`src/design/epf_pkg.sv`:
```
// Shared constants for the emirp pair finder.
// No dependencies; imported by the top level.
package epf_pkg;

   // Width of a limit or a prime in a transaction.
   localparam int VAL_W = 10;
   localparam int MAX_FIELD = (1 << VAL_W) - 1;

   // A four-digit value reverses to at most 9999.
   localparam int REV_W = 14;

   // Results per run and the width of their counter.
   localparam int RES_CAP = 18;
   localparam int CNT_W = 5;

   // Division by ten as (v * 205) >> 11, exact for v below 1029.
   localparam int DIV10_MUL = 205;
   localparam int DIV10_SHIFT = 11;
   localparam int PROD_W = 18;
   localparam int DIGIT_W = 4;

endpackage

```
`src/design/epf_ram.sv`:
```
// Generic single-write, single-read RAM with a registered read port.
// No dependencies; used by the emirp pair finder for its prime bitmap.
module epf_ram #(
   parameter int WIDTH = 1,
   parameter int DEPTH = 1024
) (
   input  logic                     clock,
   input  logic                     wr_en,
   input  logic [$clog2(DEPTH)-1:0] wr_addr,
   input  logic [WIDTH-1:0]         wr_data,
   input  logic                     rd_en,
   input  logic [$clog2(DEPTH)-1:0] rd_addr,
   output logic [WIDTH-1:0]         rd_data
);

   logic [WIDTH-1:0] mem_ff [DEPTH];
   logic [WIDTH-1:0] rd_data_ff;

   always_ff @(posedge clock) begin
      if (wr_en) begin
         mem_ff[wr_addr] <= wr_data;
      end
      if (rd_en) begin
         rd_data_ff <= mem_ff[rd_addr];
      end
   end

   assign rd_data = rd_data_ff;

endmodule

```
`src/design/emirp_pair_finder.sv`:
```
// Emirp pair finder: one run per request transaction, up to 18 result transactions.
// Work per run: bitmap init over 0..limit, sieve marking, a scan of the values from 2 to
// the limit and, per prime, up to four digit steps of reversal and, if in range, a partner
// lookup. Result stalls hold the run. The bitmap RAM accesses set the run time.
// One run at a time.
// Reset (synchronous, active high) clears the sequencer, the result count and the valid flags;
// the bitmap is rewritten by every run and needs no clearing.
module emirp_pair_finder #(
   parameter int MAX_LIMIT = 1023
) (
   input  logic                        clock,
   input  logic                        reset,
   input  logic                        req_valid,
   output logic                        req_ready,
   input  logic [epf_pkg::VAL_W-1:0]   req_limit,
   output logic                        rsp_valid,
   input  logic                        rsp_ready,
   output logic                        rsp_found,
   output logic [epf_pkg::VAL_W-1:0]   rsp_first_prime,
   output logic [epf_pkg::VAL_W-1:0]   rsp_second_prime,
   output logic                        rsp_last
);

   import epf_pkg::*;

   localparam int EFF_MAX = (MAX_LIMIT < MAX_FIELD) ? MAX_LIMIT : MAX_FIELD;
   localparam int DEPTH = EFF_MAX + 1;
   localparam int AW = $clog2(DEPTH);
   localparam int NW = AW + 1;

   typedef enum logic [10:0] {
      ST_IDLE   = 11'b000_0000_0001,
      ST_INIT   = 11'b000_0000_0010,
      ST_SV_RD  = 11'b000_0000_0100,
      ST_SV_CHK = 11'b000_0000_1000,
      ST_MARK   = 11'b000_0001_0000,
      ST_SC_RD  = 11'b000_0010_0000,
      ST_SC_CHK = 11'b000_0100_0000,
      ST_REV    = 11'b000_1000_0000,
      ST_RV_CHK = 11'b001_0000_0000,
      ST_EMIT   = 11'b010_0000_0000,
      ST_FIN    = 11'b100_0000_0000
   } state_type;

   state_type           state_ff, state_in;
   logic [AW-1:0]       lim_ff, lim_in;
   logic [NW-1:0]       idx_ff, idx_in;
   logic [AW-1:0]       p_ff, p_in;
   logic [NW-1:0]       sq_ff, sq_in;
   logic [AW-1:0]       v_ff, v_in;
   logic [REV_W-1:0]    r_ff, r_in;
   logic                pend_v_ff, pend_v_in;
   logic [VAL_W-1:0]    pend_a_ff, pend_a_in;
   logic [VAL_W-1:0]    pend_b_ff, pend_b_in;
   logic [CNT_W-1:0]    count_ff, count_in;
   logic                rsp_valid_ff, rsp_valid_in;
   logic                rsp_found_ff, rsp_found_in;
   logic [VAL_W-1:0]    rsp_first_ff, rsp_first_in;
   logic [VAL_W-1:0]    rsp_second_ff, rsp_second_in;
   logic                rsp_last_ff, rsp_last_in;

   logic                wr_en, wr_data, rd_en, rd_data;
   logic [AW-1:0]       wr_addr, rd_addr;

   logic [VAL_W-1:0]    lim_sat;
   logic [PROD_W-1:0]   prod;
   logic [AW-1:0]       quot, quot10;
   logic [DIGIT_W-1:0]  digit;
   logic [REV_W-1:0]    r_step;
   logic [NW-1:0]       mark_next, sq_next;
   logic                out_free;

   epf_ram #(
      .WIDTH(1),
      .DEPTH(DEPTH)
   ) u_map (
      .clock  (clock),
      .wr_en  (wr_en),
      .wr_addr(wr_addr),
      .wr_data(wr_data),
      .rd_en  (rd_en),
      .rd_addr(rd_addr),
      .rd_data(rd_data)
   );

   assign lim_sat = (req_limit > VAL_W'(EFF_MAX)) ? VAL_W'(EFF_MAX) : req_limit;

   // One decimal digit per cycle: quotient by reciprocal, remainder by subtraction.
   assign prod   = PROD_W'(v_ff) * PROD_W'(DIV10_MUL);
   assign quot   = AW'(prod >> DIV10_SHIFT);
   assign quot10 = AW'((quot << 3) + (quot << 1));
   assign digit  = DIGIT_W'(v_ff - quot10);
   assign r_step = REV_W'((r_ff << 3) + (r_ff << 1) + REV_W'(digit));

   assign mark_next = idx_ff + NW'(p_ff);
   assign sq_next   = sq_ff + NW'({p_ff, 1'b1});
   assign out_free  = !rsp_valid_ff || rsp_ready;

   always_comb begin
      state_in      = state_ff;
      lim_in        = lim_ff;
      idx_in        = idx_ff;
      p_in          = p_ff;
      sq_in         = sq_ff;
      v_in          = v_ff;
      r_in          = r_ff;
      pend_v_in     = pend_v_ff;
      pend_a_in     = pend_a_ff;
      pend_b_in     = pend_b_ff;
      count_in      = count_ff;
      rsp_valid_in  = rsp_valid_ff && !rsp_ready;
      rsp_found_in  = rsp_found_ff;
      rsp_first_in  = rsp_first_ff;
      rsp_second_in = rsp_second_ff;
      rsp_last_in   = rsp_last_ff;
      wr_en         = 1'b0;
      wr_addr       = idx_ff[AW-1:0];
      wr_data       = 1'b0;
      rd_en         = 1'b0;
      rd_addr       = idx_ff[AW-1:0];

      case (state_ff)
         ST_IDLE: begin
            if (req_valid) begin
               lim_in    = AW'(lim_sat);
               idx_in    = '0;
               count_in  = '0;
               pend_v_in = 1'b0;
               state_in  = ST_INIT;
            end
         end
         ST_INIT: begin
            wr_en   = 1'b1;
            wr_data = (idx_ff >= NW'(2));
            if (idx_ff == NW'(lim_ff)) begin
               p_in     = AW'(2);
               sq_in    = NW'(4);
               state_in = ST_SV_RD;
            end else begin
               idx_in = idx_ff + 1'b1;
            end
         end
         ST_SV_RD: begin
            if (sq_ff > NW'(lim_ff)) begin
               idx_in   = NW'(2);
               state_in = ST_SC_RD;
            end else begin
               rd_en    = 1'b1;
               rd_addr  = p_ff;
               state_in = ST_SV_CHK;
            end
         end
         ST_SV_CHK: begin
            if (rd_data) begin
               idx_in   = {p_ff, 1'b0};
               state_in = ST_MARK;
            end else begin
               sq_in    = sq_next;
               p_in     = p_ff + 1'b1;
               state_in = ST_SV_RD;
            end
         end
         ST_MARK: begin
            wr_en = 1'b1;
            if (mark_next > NW'(lim_ff)) begin
               sq_in    = sq_next;
               p_in     = p_ff + 1'b1;
               state_in = ST_SV_RD;
            end else begin
               idx_in = mark_next;
            end
         end
         ST_SC_RD: begin
            if (idx_ff > NW'(lim_ff)) begin
               state_in = ST_FIN;
            end else begin
               rd_en    = 1'b1;
               state_in = ST_SC_CHK;
            end
         end
         ST_SC_CHK: begin
            if (rd_data) begin
               v_in     = idx_ff[AW-1:0];
               r_in     = '0;
               state_in = ST_REV;
            end else begin
               idx_in   = idx_ff + 1'b1;
               state_in = ST_SC_RD;
            end
         end
         ST_REV: begin
            if (v_ff != '0) begin
               v_in = quot;
               r_in = r_step;
            end else if (r_ff != REV_W'(idx_ff) && r_ff <= REV_W'(lim_ff)) begin
               rd_en    = 1'b1;
               rd_addr  = r_ff[AW-1:0];
               state_in = ST_RV_CHK;
            end else begin
               idx_in   = idx_ff + 1'b1;
               state_in = ST_SC_RD;
            end
         end
         ST_RV_CHK: begin
            if (rd_data) begin
               // Clear the partner so the pair is not reported again from its side.
               wr_en    = 1'b1;
               wr_addr  = r_ff[AW-1:0];
               state_in = ST_EMIT;
            end else begin
               idx_in   = idx_ff + 1'b1;
               state_in = ST_SC_RD;
            end
         end
         ST_EMIT: begin
            // A pair is held back until the next one shows up, so that the final
            // transaction of the run can carry the last flag.
            if (!pend_v_ff || out_free) begin
               if (pend_v_ff) begin
                  rsp_valid_in  = 1'b1;
                  rsp_found_in  = 1'b1;
                  rsp_first_in  = pend_a_ff;
                  rsp_second_in = pend_b_ff;
                  rsp_last_in   = 1'b0;
               end
               pend_v_in = 1'b1;
               pend_a_in = VAL_W'(idx_ff);
               pend_b_in = VAL_W'(r_ff);
               count_in  = count_ff + 1'b1;
               idx_in    = idx_ff + 1'b1;
               if (count_ff == CNT_W'(RES_CAP - 1)) begin
                  state_in = ST_FIN;
               end else begin
                  state_in = ST_SC_RD;
               end
            end
         end
         ST_FIN: begin
            if (out_free) begin
               rsp_valid_in  = 1'b1;
               rsp_found_in  = pend_v_ff;
               rsp_first_in  = pend_v_ff ? pend_a_ff : '0;
               rsp_second_in = pend_v_ff ? pend_b_ff : '0;
               rsp_last_in   = 1'b1;
               pend_v_in     = 1'b0;
               state_in      = ST_IDLE;
            end
         end
         default: begin
            state_in = ST_IDLE;
         end
      endcase
   end

   always_ff @(posedge clock) begin
      if (reset) begin
         state_ff     <= ST_IDLE;
         pend_v_ff    <= 1'b0;
         count_ff     <= '0;
         rsp_valid_ff <= 1'b0;
      end else begin
         state_ff     <= state_in;
         pend_v_ff    <= pend_v_in;
         count_ff     <= count_in;
         rsp_valid_ff <= rsp_valid_in;
      end
      lim_ff        <= lim_in;
      idx_ff        <= idx_in;
      p_ff          <= p_in;
      sq_ff         <= sq_in;
      v_ff          <= v_in;
      r_ff          <= r_in;
      pend_a_ff     <= pend_a_in;
      pend_b_ff     <= pend_b_in;
      rsp_found_ff  <= rsp_found_in;
      rsp_first_ff  <= rsp_first_in;
      rsp_second_ff <= rsp_second_in;
      rsp_last_ff   <= rsp_last_in;
   end

   assign req_ready        = (state_ff == ST_IDLE);
   assign rsp_valid        = rsp_valid_ff;
   assign rsp_found        = rsp_found_ff;
   assign rsp_first_prime  = rsp_first_ff;
   assign rsp_second_prime = rsp_second_ff;
   assign rsp_last         = rsp_last_ff;

   a_pair_ordered: assert property (@(posedge clock) disable iff (reset)
      rsp_valid && rsp_found |-> rsp_first_prime < rsp_second_prime)
      else $error("pair reported with the larger prime first");

   a_empty_is_last: assert property (@(posedge clock) disable iff (reset)
      rsp_valid && !rsp_found |-> rsp_last)
      else $error("empty result without the last flag");

   a_count_capped: assert property (@(posedge clock) disable iff (reset)
      count_ff <= CNT_W'(RES_CAP))
      else $error("result count above its cap");

   a_idle_no_pending: assert property (@(posedge clock) disable iff (reset)
      req_valid && req_ready |=> pend_v_ff == 1'b0)
      else $error("held pair survived into a new run");

endmodule
```
`config.mk`:
```
export PLATFORM = sky130hd
export DESIGN_NAME = emirp_pair_finder
export DESIGN_NICKNAME = d
export VERILOG_FILES = /design/src/design/epf_pkg.sv /design/src/design/epf_ram.sv /design/src/design/emirp_pair_finder.sv
export SDC_FILE = /design/constraint.sdc
export NUM_CORES = 2
export LEC_CHECK = 0
export ABC_CLOCK_PERIOD_IN_PS = 39700
export BUFFER_PORTS_ARGS = -buffer_cell sky130_fd_sc_hd__buf_2
export CAP_MARGIN = 40
export CORE_MARGIN = 2
export CORE_UTILIZATION = 58
export DETAILED_ROUTE_END_ITERATION = 6
export PLACE_DENSITY = 0.74
export RECOVER_POWER = 50
export SLEW_MARGIN = 20
export SYNTH_ARGS = -nofsm -noshare
export SYNTH_HDL_FRONTEND = slang
export SYNTH_HIERARCHICAL = 1
export SYNTH_SLANG_ARGS = --single-unit
```
`constraint.sdc`:
```
create_clock -name clock -period 39.7 [get_ports clock]
set_clock_uncertainty 0.1 [all_clocks]
set_input_delay 3.97 -clock clock [delete_from_list [all_inputs] [get_ports clock]]
set_output_delay 3.97 -clock clock [all_outputs]
set_load 0.05 [all_outputs]
```
-- Yosys cells after proc, flatten, opt, wreduce, memory -nomap -nowiden
Memory sizes are Yosys's and may differ from the RTL's. A register that Yosys moved wholly into a read port is not among the register bits.
Index checks and enable logic that the tools add are counted.
- div/mod/pow operators: 0
- reduce and logical (&&, ||, !) cells: 25
- eq/ne operators: 30
- bitwise logic cells: 0
- shift operators: 0
- muxes and demuxes: 82
- $lt $le $gt $ge: 6
- $mul: 1
- add/subtract/negate cells: 9
- operators with widths (kind ; count):
    11-bit 2-to-1 mux ; 19
    10-bit 2-to-1 mux ; 19
    11-bit one-hot mux with 11 select lines ; 1
    11-bit one-hot mux with 8 select lines ; 1
    10-bit one-hot mux with 2 select lines ; 4
    11-bit by 10-bit greater-than comparator with 1-bit output ; 3
    11-bit one-hot mux with 3 select lines ; 1
    10-bit one-hot mux with 3 select lines ; 1
    14-bit 2-to-1 mux ; 2
    2-bit inequality test (second input constant) ; 14
    14-bit one-hot mux with 2 select lines ; 1
    1-bit 2-to-1 mux ; 20
    10-bit by 8-bit multiplier with 18-bit output (second input constant) ; 1
    5-bit 2-to-1 mux ; 3
    14-bit adder ; 1
    14-bit by 4-bit adder with 14-bit output ; 1
    14-bit by 10-bit <= comparator with 1-bit output ; 1
    14-bit by 11-bit inequality test with 1-bit output ; 1
    4-bit AND reduction ; 3
    11-bit by 1-bit adder with 11-bit output (second input constant) ; 1
    11-bit by 10-bit adder with 11-bit output ; 1
    11-bit adder ; 1
    11-bit by 1-bit == test with 1-bit output (second input constant) ; 1
    11-bit by 10-bit == test with 1-bit output ; 1
    36 further kinds ; 51
- word-level logic and storage cells: 170
- ROM bits: 0
- bits of input ports: 14
- bits in latches: 0
- bits in writable memories: 1024
- register bits after elaboration: 126
- memories: 1
- memories (name ; depth ; bits a word ; rd ports ; clocked after Yosys merged registers in ; write ports ; RTL line ; source):
    u_map.mem_ff ; 1024 ; 1 ; 1 ; 1 ; 1 ; epf_ram.sv:16 ; logic [WIDTH-1:0] mem_ff [DEPTH];

-- Depth between registers and ports, before layout
- depth in word-level cells: 6
- depth in mapped cells: 31

-- Modules after synthesis
Netlist, hierarchy kept.
- modules (own cells, without submodules) (module ; seq. area each (µm²) ; cells each ; area each (µm²) ; times used):
    epf_ram ; 30779.5 ; 3112 ; 44666.6 ; 1
    emirp_pair_finder ; 3603.5 ; 929 ; 9556.7 ; 1

-- Least setup slack after synthesis
No wires, ideal clock.
- kind: reg-to-reg
- from: register idx_ff[5]
- to: memory u_map.mem_ff[0] (data pin)
- arrival time: 31.178 ns
- path buffers: 1
- slack: 2.122 ns
- required time: 33.300 ns
- period minus slack after synthesis: 37.578 ns
- cell stages (with the launch flop): 4
- path through: edfxtp_1 clkbuf_1 nor4_1 a31oi_1
- word-level cells in the longest chain between the ends: 2
- RTL lines (element ; RTL line ; source):
    start: declaration ; emirp_pair_finder.sv:47 ; logic [NW-1:0] idx_ff, idx_in;
    start signal: assignment ; emirp_pair_finder.sv:268 ; idx_ff <= idx_in;
    11-bit by 2-bit >= comparator with 1-bit output ; emirp_pair_finder.sv:134 ; wr_data = (idx_ff >= NW'(2));
    1-bit 2-to-1 mux ; emirp_pair_finder.sv:122 ; case (state_ff)
    via wr_data ; emirp_pair_finder.sv:62 ; logic wr_en, wr_data, rd_en, rd_data;
    end: declaration ; epf_ram.sv:16 ;
The timed path passes the listed nets, and every way through them passes these cells.

-- Final worst setup path
- from: register state_ff[3]
- to: memory u_map.mem_ff[787] (data pin)
- word-level cells in the longest chain between the ends: 2
- RTL lines (element ; RTL line ; source):
    start: declaration ; emirp_pair_finder.sv:45 ; state_type state_ff, state_in;
    start signal: assignment ; emirp_pair_finder.sv:262 ; state_ff <= state_in;
    11-bit by 2-bit == test with 1-bit output ; emirp_pair_finder.sv:122 ;
    1-bit 2-to-1 mux ; emirp_pair_finder.sv:122 ;
    via wr_data ; emirp_pair_finder.sv:62 ;
The timed path passes the listed nets, and every way through them passes these cells.

==> run summary <==
status = complete, but fails checks
failing checks = capacitance limit, slew limit
routed len/inst = 25.71 um
Final Hold Viols = 0
P_leak = 19.92 nW
Worst Hold Path Cells = 2
worst r2r path cells = 9
Hold Path Origin = pend_v_ff
NumNets Final = 4171
Slew Limit Headroom = -135.3%
final setup violation count = 0
Synth warnings = 6
Worst Hold Class = flip-flop to flip-flop
Worst Setup Start Kind = flip-flop
Post-synth ARST share = 0%
Initial Util = 58.27%
number of synthesized flops with an enable pin = 1133
Final TNS setup = 0 ns
clock slew at reported path FFs = 0.06 ns
Compound-Gate Fraction of Synth Area = 4.193%
H-tree depth = 3
Crit. End Element = flip-flop
# rows = 112
post-cts hold buffer count = 0
Max Transition Viols Final = 979
# port buffers = 37
Post-Place Worst Slack = 31.71 ns
PostCTS Resize Cnt = 0
Post-CTS Setup Repair Bufs = 0
initial antenna violation count = 2
Hold Path Sink = pend_v_ff
First-pass DRT Iterations = 6
clock latency on the worst-skew pair = 0.71 ns
CTS tree = done
Area growth syn-to-layout = 9.756%
Vias = 34.25k
clk buf depth = 3
largest net degree at the start of global routing = 114
VDD IR max = 0.04092 mV
fin crit period = 11.46 ns
DP HPWL = 78.98 mm
TritonCTS buffer count = 113
Fmax = 0.08726 GHz
Final Cycle Share = 28.87%
post-synthesis mux area share = 11.60%
flip-flop and latch area = 34380 um^2
gpl congestion = 0.8577
remaining antenna violation count after routing = 0
post-synthesis sequential area ratio = 63.41%
Post-Synthesis Cells = 4041
crit path max fanout = 99
Mean Syn Cell Area = 13.42 um^2
Crit Reg-Reg Startpoint = state_ff[3]
power density over the cells = 50.61 nW/um^2
synth unique cells = 85
main combinational cell family by area after synthesis = simple AND/OR/NAND/NOR gates
first-pass GRT wire length = 206.7 mm
Post-Synthesis Cell Area = 54220 um^2
Setup CP Type = flip-flop to flip-flop
MaxCap Viol Count = 16
footprint of the multi-input gates = 18140 um^2
Synth Register Bits = 1151
RSZ-0062 raised after global routing = no
Vias/cell = 6.406
vias in the first global route = 33.57k
Horiz. Die Dim = 309.8 um
Filler cells = 6742
# IOs = 38
Adder-Cell Fraction of Synth Area = 4.084%
Syn Nets = 4220
Post-Synth Simple-Gate Area = 12.12%
die height = 309.8 um
Worst Path Required = 39.58 ns
core area = 93050 um^2
gr ovfl total = 0
clock sink count = 1151
share of cells above drive strength 1 = 13.67%
worst path arrival time = 11.34 ns
worst slew pin tran = 3.529 ns
die area = 95950 um^2
FF-to-FF End = u_map/mem_ff[787]
FF-to-FF setup slack = 28.24 ns
Post-Route WL = 137.4 mm
Residual DRC = 0
xor/xnor share of the synthesized area = 1.131%
DRT iter0 DRCs = 4602
total track usage = 29.09%
Most used DFF post-synth = edfxtp_1
worst setup margin = 28.24 ns
CTS Root Cell = clkbuf_16
[power by group]
part	total (W)	leakage [nW]	switching, W	internal, W
clock	0.00110	1.85	0.000462	0.000639
combinational	0.000550	6.63	0.000347	0.000204
sequential	0.00136	11.4	0.0000115	0.00135
total	0.00301	19.9	0.000820	0.00219
[critical path: stages, from the launching register on]
cell and delay, ns:
dfxtp_1 0.33, nor3_1 0.67, nand3_1 0.43, a31oi_4 0.24
clkbuf_1 1.41, clkbuf_1 1.62, clkbuf_1 1.14, clkbuf_1 1.97
clkbuf_1 0.20, clkbuf_1 2.47
[cell families after synthesis]
kind of cell,after synthesis
muxes,354
buffers and inverters,415
DFF,1151
and+or+nand+nor,1559
AOI/OAI and AO/OA,327
adders and majority gates,165
xor gates and xnor gates,70
[cell usage after synthesis (15+ instances only)]
cell / number / share of area, %
nor3_1: 60 / 0.55
nand3_1: 66 / 0.61
nor2_1: 1126 / 7.8
o21ai_0: 32 / 0.30
and3_1: 17 / 0.20
nor2b_1: 49 / 0.57
nand2b_1: 18 / 0.21
nand2_1: 121 / 0.84
nand4_1: 24 / 0.28
dfxtp_1: 18 / 0.66
xor2_1: 31 / 0.50
o22ai_1: 31 / 0.36
inv_1: 72 / 0.50
nor4_1: 15 / 0.17
edfxtp_1: 1133 / 63
ha_1: 145 / 3.3
xnor2_1: 39 / 0.63
mux2i_1: 127 / 2.3
a22oi_1: 25 / 0.35
mux4_2: 200 / 8.3
o221ai_1: 50 / 0.81
fa_1: 20 / 0.74
buf_1: 58 / 0.40
clkbuf_1: 217 / 1.5
buf_2: 21 / 0.19
buf_6: 18 / 0.37
a21oi_1: 72 / 0.66
[flip-flops by register name, summed over array words and instances (netlist names), 11 cells and up]
name	count
u_map/mem_ff	1024
idx_ff	11
state_ff	11
sq_ff	11
r_ff	14
[metal layers]
metal | vias to the layer above | routed length (um) | global-route usage (%)
li1 | 14768 | - | -
met1 | 17188 | 51930 | 39.68
met2 | 1940 | 65150 | 46.51
met3 | 352 | 15050 | 6.039
met4 | 0 | 5308 | 11.14
met5 | - | 0 | 0
[placed cells by master (no fill, tap or decap), types with 45 or more instances in the layout]
cell type	netlist	routed
a21oi_1	72	72
buf_4	13	55
clkbuf_1	217	63
clkbuf_16	0	115
edfxtp_1	1133	1133
ha_1	145	145
inv_1	72	72
mux2i_1	127	127
mux4_2	200	200
nand2_1	121	116
nand3_1	66	45
nor2_1	1126	1125
nor2b_1	49	49
nor3_1	60	61
o221ai_1	50	50
[layout make-up]
class | count | area share, %
sequential | 1151 | 57.77
multi-input combinational | 2475 | 30.48
clock buffer | 132 | 4.943
tap | 1254 | 2.636
timing repair buffer | 174 | 2.226
clock inverter | 79 | 1.434
inverter | 77 | 0.4857
antenna | 4 | 0.01682
[worst max-delay path by stage]
stage	to	slack, ns	start
3_3_place_gp	r_ff[13]	31.60	v_ff[3]
6_report	u_map/mem_ff[787]	28.24	state_ff[3]
5_1_grt	u_map/mem_ff[155]	27.29	state_ff[3]
2_1_floorplan	u_map/mem_ff[0]	2.12	idx_ff[5]
4_1_cts	r_ff[13]	31.62	v_ff[3]
3_5_place_dp	r_ff[13]	31.71	v_ff[3]
[per-stage QoR]
step                      hold slack [ns]  instances  instance area [um^2]  utilization [%]  power [W]
after floorplan                    0.3822       4041                 54220                -   0.001820
after global placement             0.4086       5079                 55280            59.41   0.001913
after detailed placement           0.4192       5123                 56000            60.18   0.001931
after CTS                          0.4290       5334                 59790            64.26   0.003020
after global routing               0.4577       5342                 59500            63.95   0.003101
final                              0.4267       5346                 59510            63.96   0.003012
No activity file was read; power rests on OpenSTA's default activity.
